## src/rtl/drsu_pkg.sv

```systemverilog
`timescale 1ns / 1ps
// ----------------------------------------------------------------------------
// drsu_pkg
// Shared widths, codes and types of the dependency readiness scoreboard.
// ----------------------------------------------------------------------------
package drsu_pkg;

    localparam int unsigned MAX_ENTRIES_DEF = 64;

    localparam int unsigned IDX_W  = 6;
    localparam int unsigned STAT_W = 3;
    localparam int unsigned GEN_W  = 64;
    localparam int unsigned CNT_W  = 7;
    localparam int unsigned MASK_W = 64;
    localparam int unsigned OUT_W  = 2;
    localparam int unsigned CFG_AW = 1;
    localparam int unsigned CFG_DW = 64;

    localparam int unsigned S_TDATA_W = 80;
    localparam int unsigned M_TDATA_W = 16;

    // Status codes
    localparam logic [STAT_W-1:0] ST_PENDING   = 3'd0;
    localparam logic [STAT_W-1:0] ST_SATISFIED = 3'd1;

    // Outcome codes
    localparam logic [OUT_W-1:0] OUT_ACCEPTED = 2'd0;
    localparam logic [OUT_W-1:0] OUT_UNKNOWN  = 2'd1;
    localparam logic [OUT_W-1:0] OUT_STALE    = 2'd2;

    // Register indexes
    localparam logic [CFG_AW-1:0] CFG_ENTRY_COUNT   = 1'b0;
    localparam logic [CFG_AW-1:0] CFG_REQUIRED_MASK = 1'b1;

    // Report broadcast to every cell while a scan runs
    typedef struct packed {
        logic              known;
        logic [IDX_W-1:0]  idx;
        logic [STAT_W-1:0] status;
        logic [GEN_W-1:0]  gen;
    } t_upd;

    // Clear request from an entry_count write
    typedef struct packed {
        logic             en;
        logic [CNT_W-1:0] cnt;
    } t_clr;

    // Scan token handed from cell to cell
    typedef struct packed {
        logic             valid;
        logic             stale;
        logic             found;
        logic [IDX_W-1:0] first;
    } t_tok;

    // Result item
    typedef struct packed {
        logic [IDX_W-1:0] first;
        logic             unmet;
        logic             all_met;
        logic [OUT_W-1:0] outcome;
    } t_res;

    typedef enum logic [1:0] {
        S_IDLE,
        S_SCAN,
        S_HOLD
    } t_state;

endpackage

```

## src/rtl/drsu_cell.sv

```systemverilog
`timescale 1ns / 1ps
// ----------------------------------------------------------------------------
// drsu_cell
// One scoreboard entry: holds status and generation, applies the report as
// the scan token passes, and folds its own readiness into the token.
// ----------------------------------------------------------------------------
module drsu_cell
    import drsu_pkg::*;
#(
    parameter int unsigned CELL_IDX = 0
) (
    input  logic             i_clk,
    input  logic             i_rst_n,
    input  t_upd             i_upd,
    input  t_clr             i_clr,
    input  logic             i_req,
    input  logic [CNT_W-1:0] i_cnt,
    input  t_tok             i_tok,
    output t_tok             o_tok
);

    localparam logic [IDX_W-1:0] MY_IDX = IDX_W'(CELL_IDX);
    localparam logic [CNT_W-1:0] MY_POS = CNT_W'(CELL_IDX);

    logic [STAT_W-1:0] r_status;
    logic [GEN_W-1:0]  r_gen;
    t_tok              r_tok;

    logic              w_hit;
    logic              w_older;
    logic              w_wr;
    logic              w_clear;
    logic              w_unmet;
    logic [STAT_W-1:0] n_status;
    t_tok              n_tok;

    // Decide whether the passing report lands here
    always_comb begin
        w_hit    = i_tok.valid && i_upd.known && (i_upd.idx == MY_IDX);
        w_older  = i_upd.gen < r_gen;
        w_wr     = w_hit && !w_older;
        w_clear  = i_clr.en && (MY_POS >= i_clr.cnt);
        n_status = w_wr ? i_upd.status : r_status;
        w_unmet  = (MY_POS < i_cnt) && i_req && (n_status != ST_SATISFIED);
    end

    // Fold stale flag and first unmet index into the token
    always_comb begin
        n_tok.valid = i_tok.valid;
        n_tok.stale = i_tok.stale || (w_hit && w_older);
        n_tok.found = i_tok.found || w_unmet;
        n_tok.first = (i_tok.found || !w_unmet) ? i_tok.first : MY_IDX;
    end

    // Hold entry state; clear on reset or on an entry_count write at or below this index
    always_ff @(posedge i_clk) begin
        if (!i_rst_n || w_clear) begin
            r_status <= ST_PENDING;
            r_gen    <= '0;
        end else if (w_wr) begin
            r_status <= i_upd.status;
            r_gen    <= i_upd.gen;
        end
    end

    // Advance the token to the next cell
    always_ff @(posedge i_clk) begin
        if (!i_rst_n) begin
            r_tok <= '0;
        end else begin
            r_tok <= n_tok;
        end
    end

    assign o_tok = r_tok;

endmodule

```

## config.mk

```make
export PLATFORM = sky130hd
export DESIGN_NAME = drsu_cell
export DESIGN_NICKNAME = d
export VERILOG_FILES = /design/src/rtl/drsu_pkg.sv /design/src/rtl/drsu_cell.sv
export SDC_FILE = /design/constraint.sdc
export NUM_CORES = 1
export LEC_CHECK = 0
export BUFFER_PORTS_ARGS = -buffer_cell sky130_fd_sc_hd__buf_2
export CORE_UTILIZATION = 35
export CTS_CLUSTER_DIAMETER = 50
export DETAILED_ROUTE_END_ITERATION = 8
export PLACE_DENSITY_LB_ADDON = 0.1
export SETUP_SLACK_MARGIN = 0.02
export SKIP_LAST_GASP = 1
export SLEW_MARGIN = 20
export SYNTH_ARGS = -nofsm -noshare
export SYNTH_HDL_FRONTEND = slang
export SYNTH_SLANG_ARGS = --single-unit
```

## constraint.sdc

```tcl
create_clock -name i_clk -period 4.3 [get_ports i_clk]
set_input_delay 0.215 -clock i_clk [delete_from_list [all_inputs] [get_ports i_clk]]
set_output_delay 0.215 -clock i_clk [all_outputs]
set_load 0.005 [all_outputs]
```

### Yosys cells after proc, flatten, opt, wreduce, memory -nomap -nowiden

Cells that the tools add are included.

| word-level totals | value |
|---|---|
| bits in registers | 76 |
| bits of input ports | 101 |
| output and inout bits | 9 |
| word-level logic and storage cells | 27 |

| cells by class | value |
|---|---|
| $lt $le $gt $ge | 3 |
| equality and inequality tests | 1 |
| mux-type cells | 1 |
| reductions and logical operators | 16 |

Operators by type and width:

| operator | count |
|---|---|
| $lt 64x64->1 | 1 |
| $ge 1x7->1 const A | 1 |
| $logic_and 1x1->1 | 7 |
| $lt 1x7->1 const A | 1 |
| $logic_not 6->1 | 1 |
| $logic_or 1x1->1 | 4 |
| $logic_not 1->1 | 3 |
| $mux 3 | 1 |
| $ne 3x1->1 const B | 1 |
| $reduce_and 2->1 | 1 |

### Longest topological paths before layout

| logic depth | value |
|---|---|
| depth after elaboration | 9 |
| mapped depth | 13 |
| depth with buffers taken out | 10 |

### Worst setup path before layout

No wires, ideal clock.

| timing path | value |
|---|---|
| path kind | reg-to-reg |
| start | register r_gen[30] |
| end | register r_gen[39] |
| library setup time | 0.128 ns |
| arrival | 2.371 ns |
| data required time | 4.172 ns |
| path slack | 1.802 ns |
| cell stages (with the launch flop) | 14 |
| clock period less this slack | 2.498 ns |
| cells stage by stage | dfxtp_1 > inv_1 > ha_1 > a21oi_1 > nand2_1 > a221o_1 > o2bb2ai_1 > a211oi_2 > a31o_1 > buf_6 > buf_8 > buf_8 > mux2i_1 > nor2_1 |

| between the ends | value |
|---|---|
| longest elaborated chain between the ends | 3 |

RTL lines:

| item | line | source |
|---|---|---|
| from (decl) | drsu_cell.sv:26 | `logic [GEN_W-1:0] r_gen;` |
| from (signal assigned) | drsu_cell.sv:62 | `r_gen <= i_upd.gen;` |
| $lt 64x64->1 | drsu_cell.sv:40 | `w_older = i_upd.gen < r_gen;` |
| $logic_not 1->1 | drsu_cell.sv:41 | `w_wr = w_hit && !w_older;` |
| $logic_and 1x1->1 | drsu_cell.sv:41 |  |

Every way passes these cells.
A chain may end at the register's enable or synchronous reset.

### Worst setup path after layout

| timing path | value |
|---|---|
| start | register r_gen[39] |
| end | register r_gen[9] |

The elaborated chain is that of the path after synthesis.

==> results.py <==
metrics = {
    "worst_setup_path": {
        "critical_path_class": "flop to flop",
        "ff2ff_setup_slack_ps": 1010,
        "r2r-start": "r_gen[39]$_SDFFE_PP0N_",
        "worstPathRequired_ps": 4510,
        "worst_setup_path_start_kind": "flop",
        "critPathMaxFanout": 42,
        "critPathMaxStageDelay_ps": 750,
        "reg2reg_depth": 11,
        "cp-end-kind": "flop",
        "arrival_ps": 3500,
        "r2r-end": "r_gen[9]$_SDFFE_PP0N_",
        "crit_path_top_delay_cell": "a31o_4",
        "crit_chain": "inv_1, ha_1, a21oi_1, o21ai_0, a221oi_1, o2bb2ai_1, a211oi_2, a31o_4, buf_12, mux2i_1, nor2_1",
    },
    "clock_tree": {
        "htree_levels": 3,
        "cts_tree": "done",
        "post_cts_buffers": 0,
        "root_buffer": "clkbuf_16",
        "clk_path_buf_depth": 2,
        "clock-sinks": 76,
        "insertion_delay_ps": 340,
        "hold_buffers": 0,
        "post_cts_resized": 0,
        "clk_transition_reported_paths_ps": 60,
        "numCtsBuffers": 9,
    },
    "grt": {
        "overflow": 0,
        "track_usage_pct": 15.5,
        "antenna_found_initial": 0,
        "grt_pass1_vias": 3338,
        "grt_max_degree": 43,
        "grt_pass1_wl_mm": 15.5,
    },
    "yosys": {
        "synth_compound_area_share_pct": 8.44,
        "yosysWarnings": 0,
        "synth_edf_count": 0,
        "synth_area_per_cell_um2": 9.03,
        "synth_xor_area_share_pct": 0,
        "synth_top_family_by_area": "adder cells",
        "synth.mux.area_fraction_pct": 15.4,
        "netlist_area_um2": 4360,
        "synthSimpleGateAreaFrac_pct": 14.5,
        "syn_inst": 483,
        "postSynth.asyncResetShare_pct": 0,
        "seq_area_frac_synth_pct": 34.9,
        "ys_ff_latch": 76,
        "synth_cell_types": 41,
        "syn_nets": 647,
        "ys.flop_type": "dfxtp_1",
        "synth_adder_area_share_pct": 18.1,
    },
    "timing": {
        "finalSetupViolations": 0,
        "skew_ps": 4.82,
        "rsz0062_at_grt": "false",
        "hold_violations": 0,
        "fmax_ghz": 0.304,
        "fin_crit_ps": 3290,
        "holdWs_ps": 95.1,
        "worst_pin_slew_ps": 828,
        "post-route-period-util_pct": 76.5,
        "slew_viol_final": 0,
        "tns_ps": 0,
        "max_slew_margin_pct": 44.8,
    },
    "finish": {
        "regArea_um2": 1520,
        "multiInputGateArea_um2": 2480,
        "final_cells": 763,
        "syn2layout_area_growth_pct": 23.6,
        "fill_cells": 1203,
        "nets": 754,
        "drive_above_1_share_pct": 23.0,
        "n_antenna_cell": 0,
    },
    "detailed_routing": {
        "wirelength_mm": 9.50,
        "drc": 0,
        "dr.pass1.iters": 4,
        "first_iter_violations": 123,
        "avgRoutedWirePerCell_um": 12.4,
        "via_per_inst": 4.61,
        "vias": 3520,
        "ant_nets": 0,
    },
    "min_path": {
        "hold_class": "input port to flop",
        "hold_path_end": "o_tok[3]$_SDFF_PN0_",
        "hold_depth": 3,
        "min_from": "i_tok[3]",
    },
    "placement": {
        "hpwl_mm": 7.38,
        "gp_congestion": 0.723,
        "dp.cells": 747,
        "io_buffers": 109,
    },
    "floorplan": {
        "die_area_um2": 12900,
        "start_util_pct": 36.2,
        "fp-row-count": 40,
        "die_w_um": 114,
        "io_pins": 110,
        "die_h_um": 114,
        "core_area_um2": 12100,
    },
    "power_and_ir_drop": {
        "ir_worst_vdd_mv": 0.229,
        "p_leak_nw": 2.70,
        "powerDensity_nw_per_um2": 326,
        "total_power_w": 0.00175,
    },
    "job": {
        "max_cap_violations": 0,
    },
    "outcome": {
        "outcome": "finished, final reports clean",
    },
}
[through the flow]
stage | util [%] | setup slack, ps | instance area [µm²]
6_report | 44.7 | 1010 | 5390
2_1_floorplan | - | 1800 | 4360
5_1_grt | 44.7 | 770 | 5390
3_5_place_dp | 41.8 | 997 | 5040
4_1_cts | 44.7 | 969 | 5390
3_3_place_gp | 41.8 | 1020 | 5040
[report_power, final]
group / total [W] / switching [W] / leakage, nW / internal (W)
sequential: 0.000711 / 0.00000131 / 0.614 / 0.000710
combinational: 0.000164 / 0.0000863 / 1.92 / 0.0000781
clock: 0.000880 / 0.000297 / 0.169 / 0.000582
[Yosys cell counts (4+ instances only)]
cell	n	area (µm²)
nor2_1	80	300
dfxtp_1	76	1520
mux2i_1	67	671
inv_1	66	248
ha_1	63	788
nand2_1	25	93.8
a21oi_1	21	105
nand4_1	10	62.6
clkbuf_1	8	30.0
nand3_1	7	35.0
o21ai_0	6	30.0
buf_8	5	75.1
a211oi_1	4	30.0
[cell type report]
cell class	instances	area share [%]
clock inverter	6	2.07
timing repair buffer	112	10.8
clock buffer	10	4.43
multi-input combinational	325	46.0
inverter	66	4.60
tap	168	3.90
sequential	76	28.2
[how the worst max path moves through the flow]
stage	slack (ps)	startpoint	cells past startpoint	to
floorplan	1800	r_gen[30]$_SDFFE_PP0N_	13	r_gen[39]$_SDFFE_PP0N_
global placement	1020	r_gen[25]$_SDFFE_PP0N_	11	r_gen[9]$_SDFFE_PP0N_
detailed placement	1000	r_gen[25]$_SDFFE_PP0N_	11	r_gen[7]$_SDFFE_PP0N_
CTS	970	r_gen[25]$_SDFFE_PP0N_	11	r_gen[9]$_SDFFE_PP0N_
global route	770	r_gen[39]$_SDFFE_PP0N_	11	r_gen[15]$_SDFFE_PP0N_
finish	1010	r_gen[39]$_SDFFE_PP0N_	11	r_gen[9]$_SDFFE_PP0N_
[per-layer routing]
| metal | global-route usage, % | wire length (µm) | vias up | part of all wire, % |
|---|---|---|---|---|
| li1 | - | - | 1868 | - |
| met1 | 19.1 | 4570 | 1563 | 48 |
| met2 | 25.4 | 4300 | 76 | 45 |
| met3 | 4.94 | 470 | 13 | 4.9 |
| met4 | 5.79 | 164 | 0 | 1.7 |
| met5 | 0 | 0 | - | 0 |
[flip-flops by register name, summed over array words and instances (netlist names)]
signal    cells
o_tok         9
r_gen        64
r_status      3
[cells in the final DEF, fill, tap and decap left out, types with 2 or more instances in the layout]
cell         n
o2111ai_1    2
o21a_1       3
nor2_1      80
mux2i_1     67
nand2_1     25
nand4_1     10
buf_2      109
a211oi_1     4
bufinv_16    3
buf_4        2
a21oi_1     21
o21ai_0      6
o21ai_1      2
nor4_1       3
nor3_1       2
clkbuf_16    9
or4_1        2
ha_1        63
a211oi_2     2
or4b_2       2
a221oi_1     3
a31oi_1      2
inv_1       66
a21o_1       2
dfxtp_1     76
nand3_1      7
and4_1       2
[kinds of logic after synthesis]
logic type / after synthesis
buffers and inverters: 82
adder cells (fa/ha/maj): 63
multiplexers: 67
flip-flops: 76
AO/OA/AOI/OAI: 56
AND/OR/NAND/NOR: 139
[worst max-delay path: cells and delay by family, from the launching register on]
family | cells | cell delay (ps)
buffers and inverters | 2 | 350
muxes | 1 | 220
adders and majority gates | 1 | 300
AOI/OAI and AO/OA | 6 | 1860
DFF | 1 | 330
and+or+nand+nor | 1 | 50
Power figures use the tool's default switching activity.
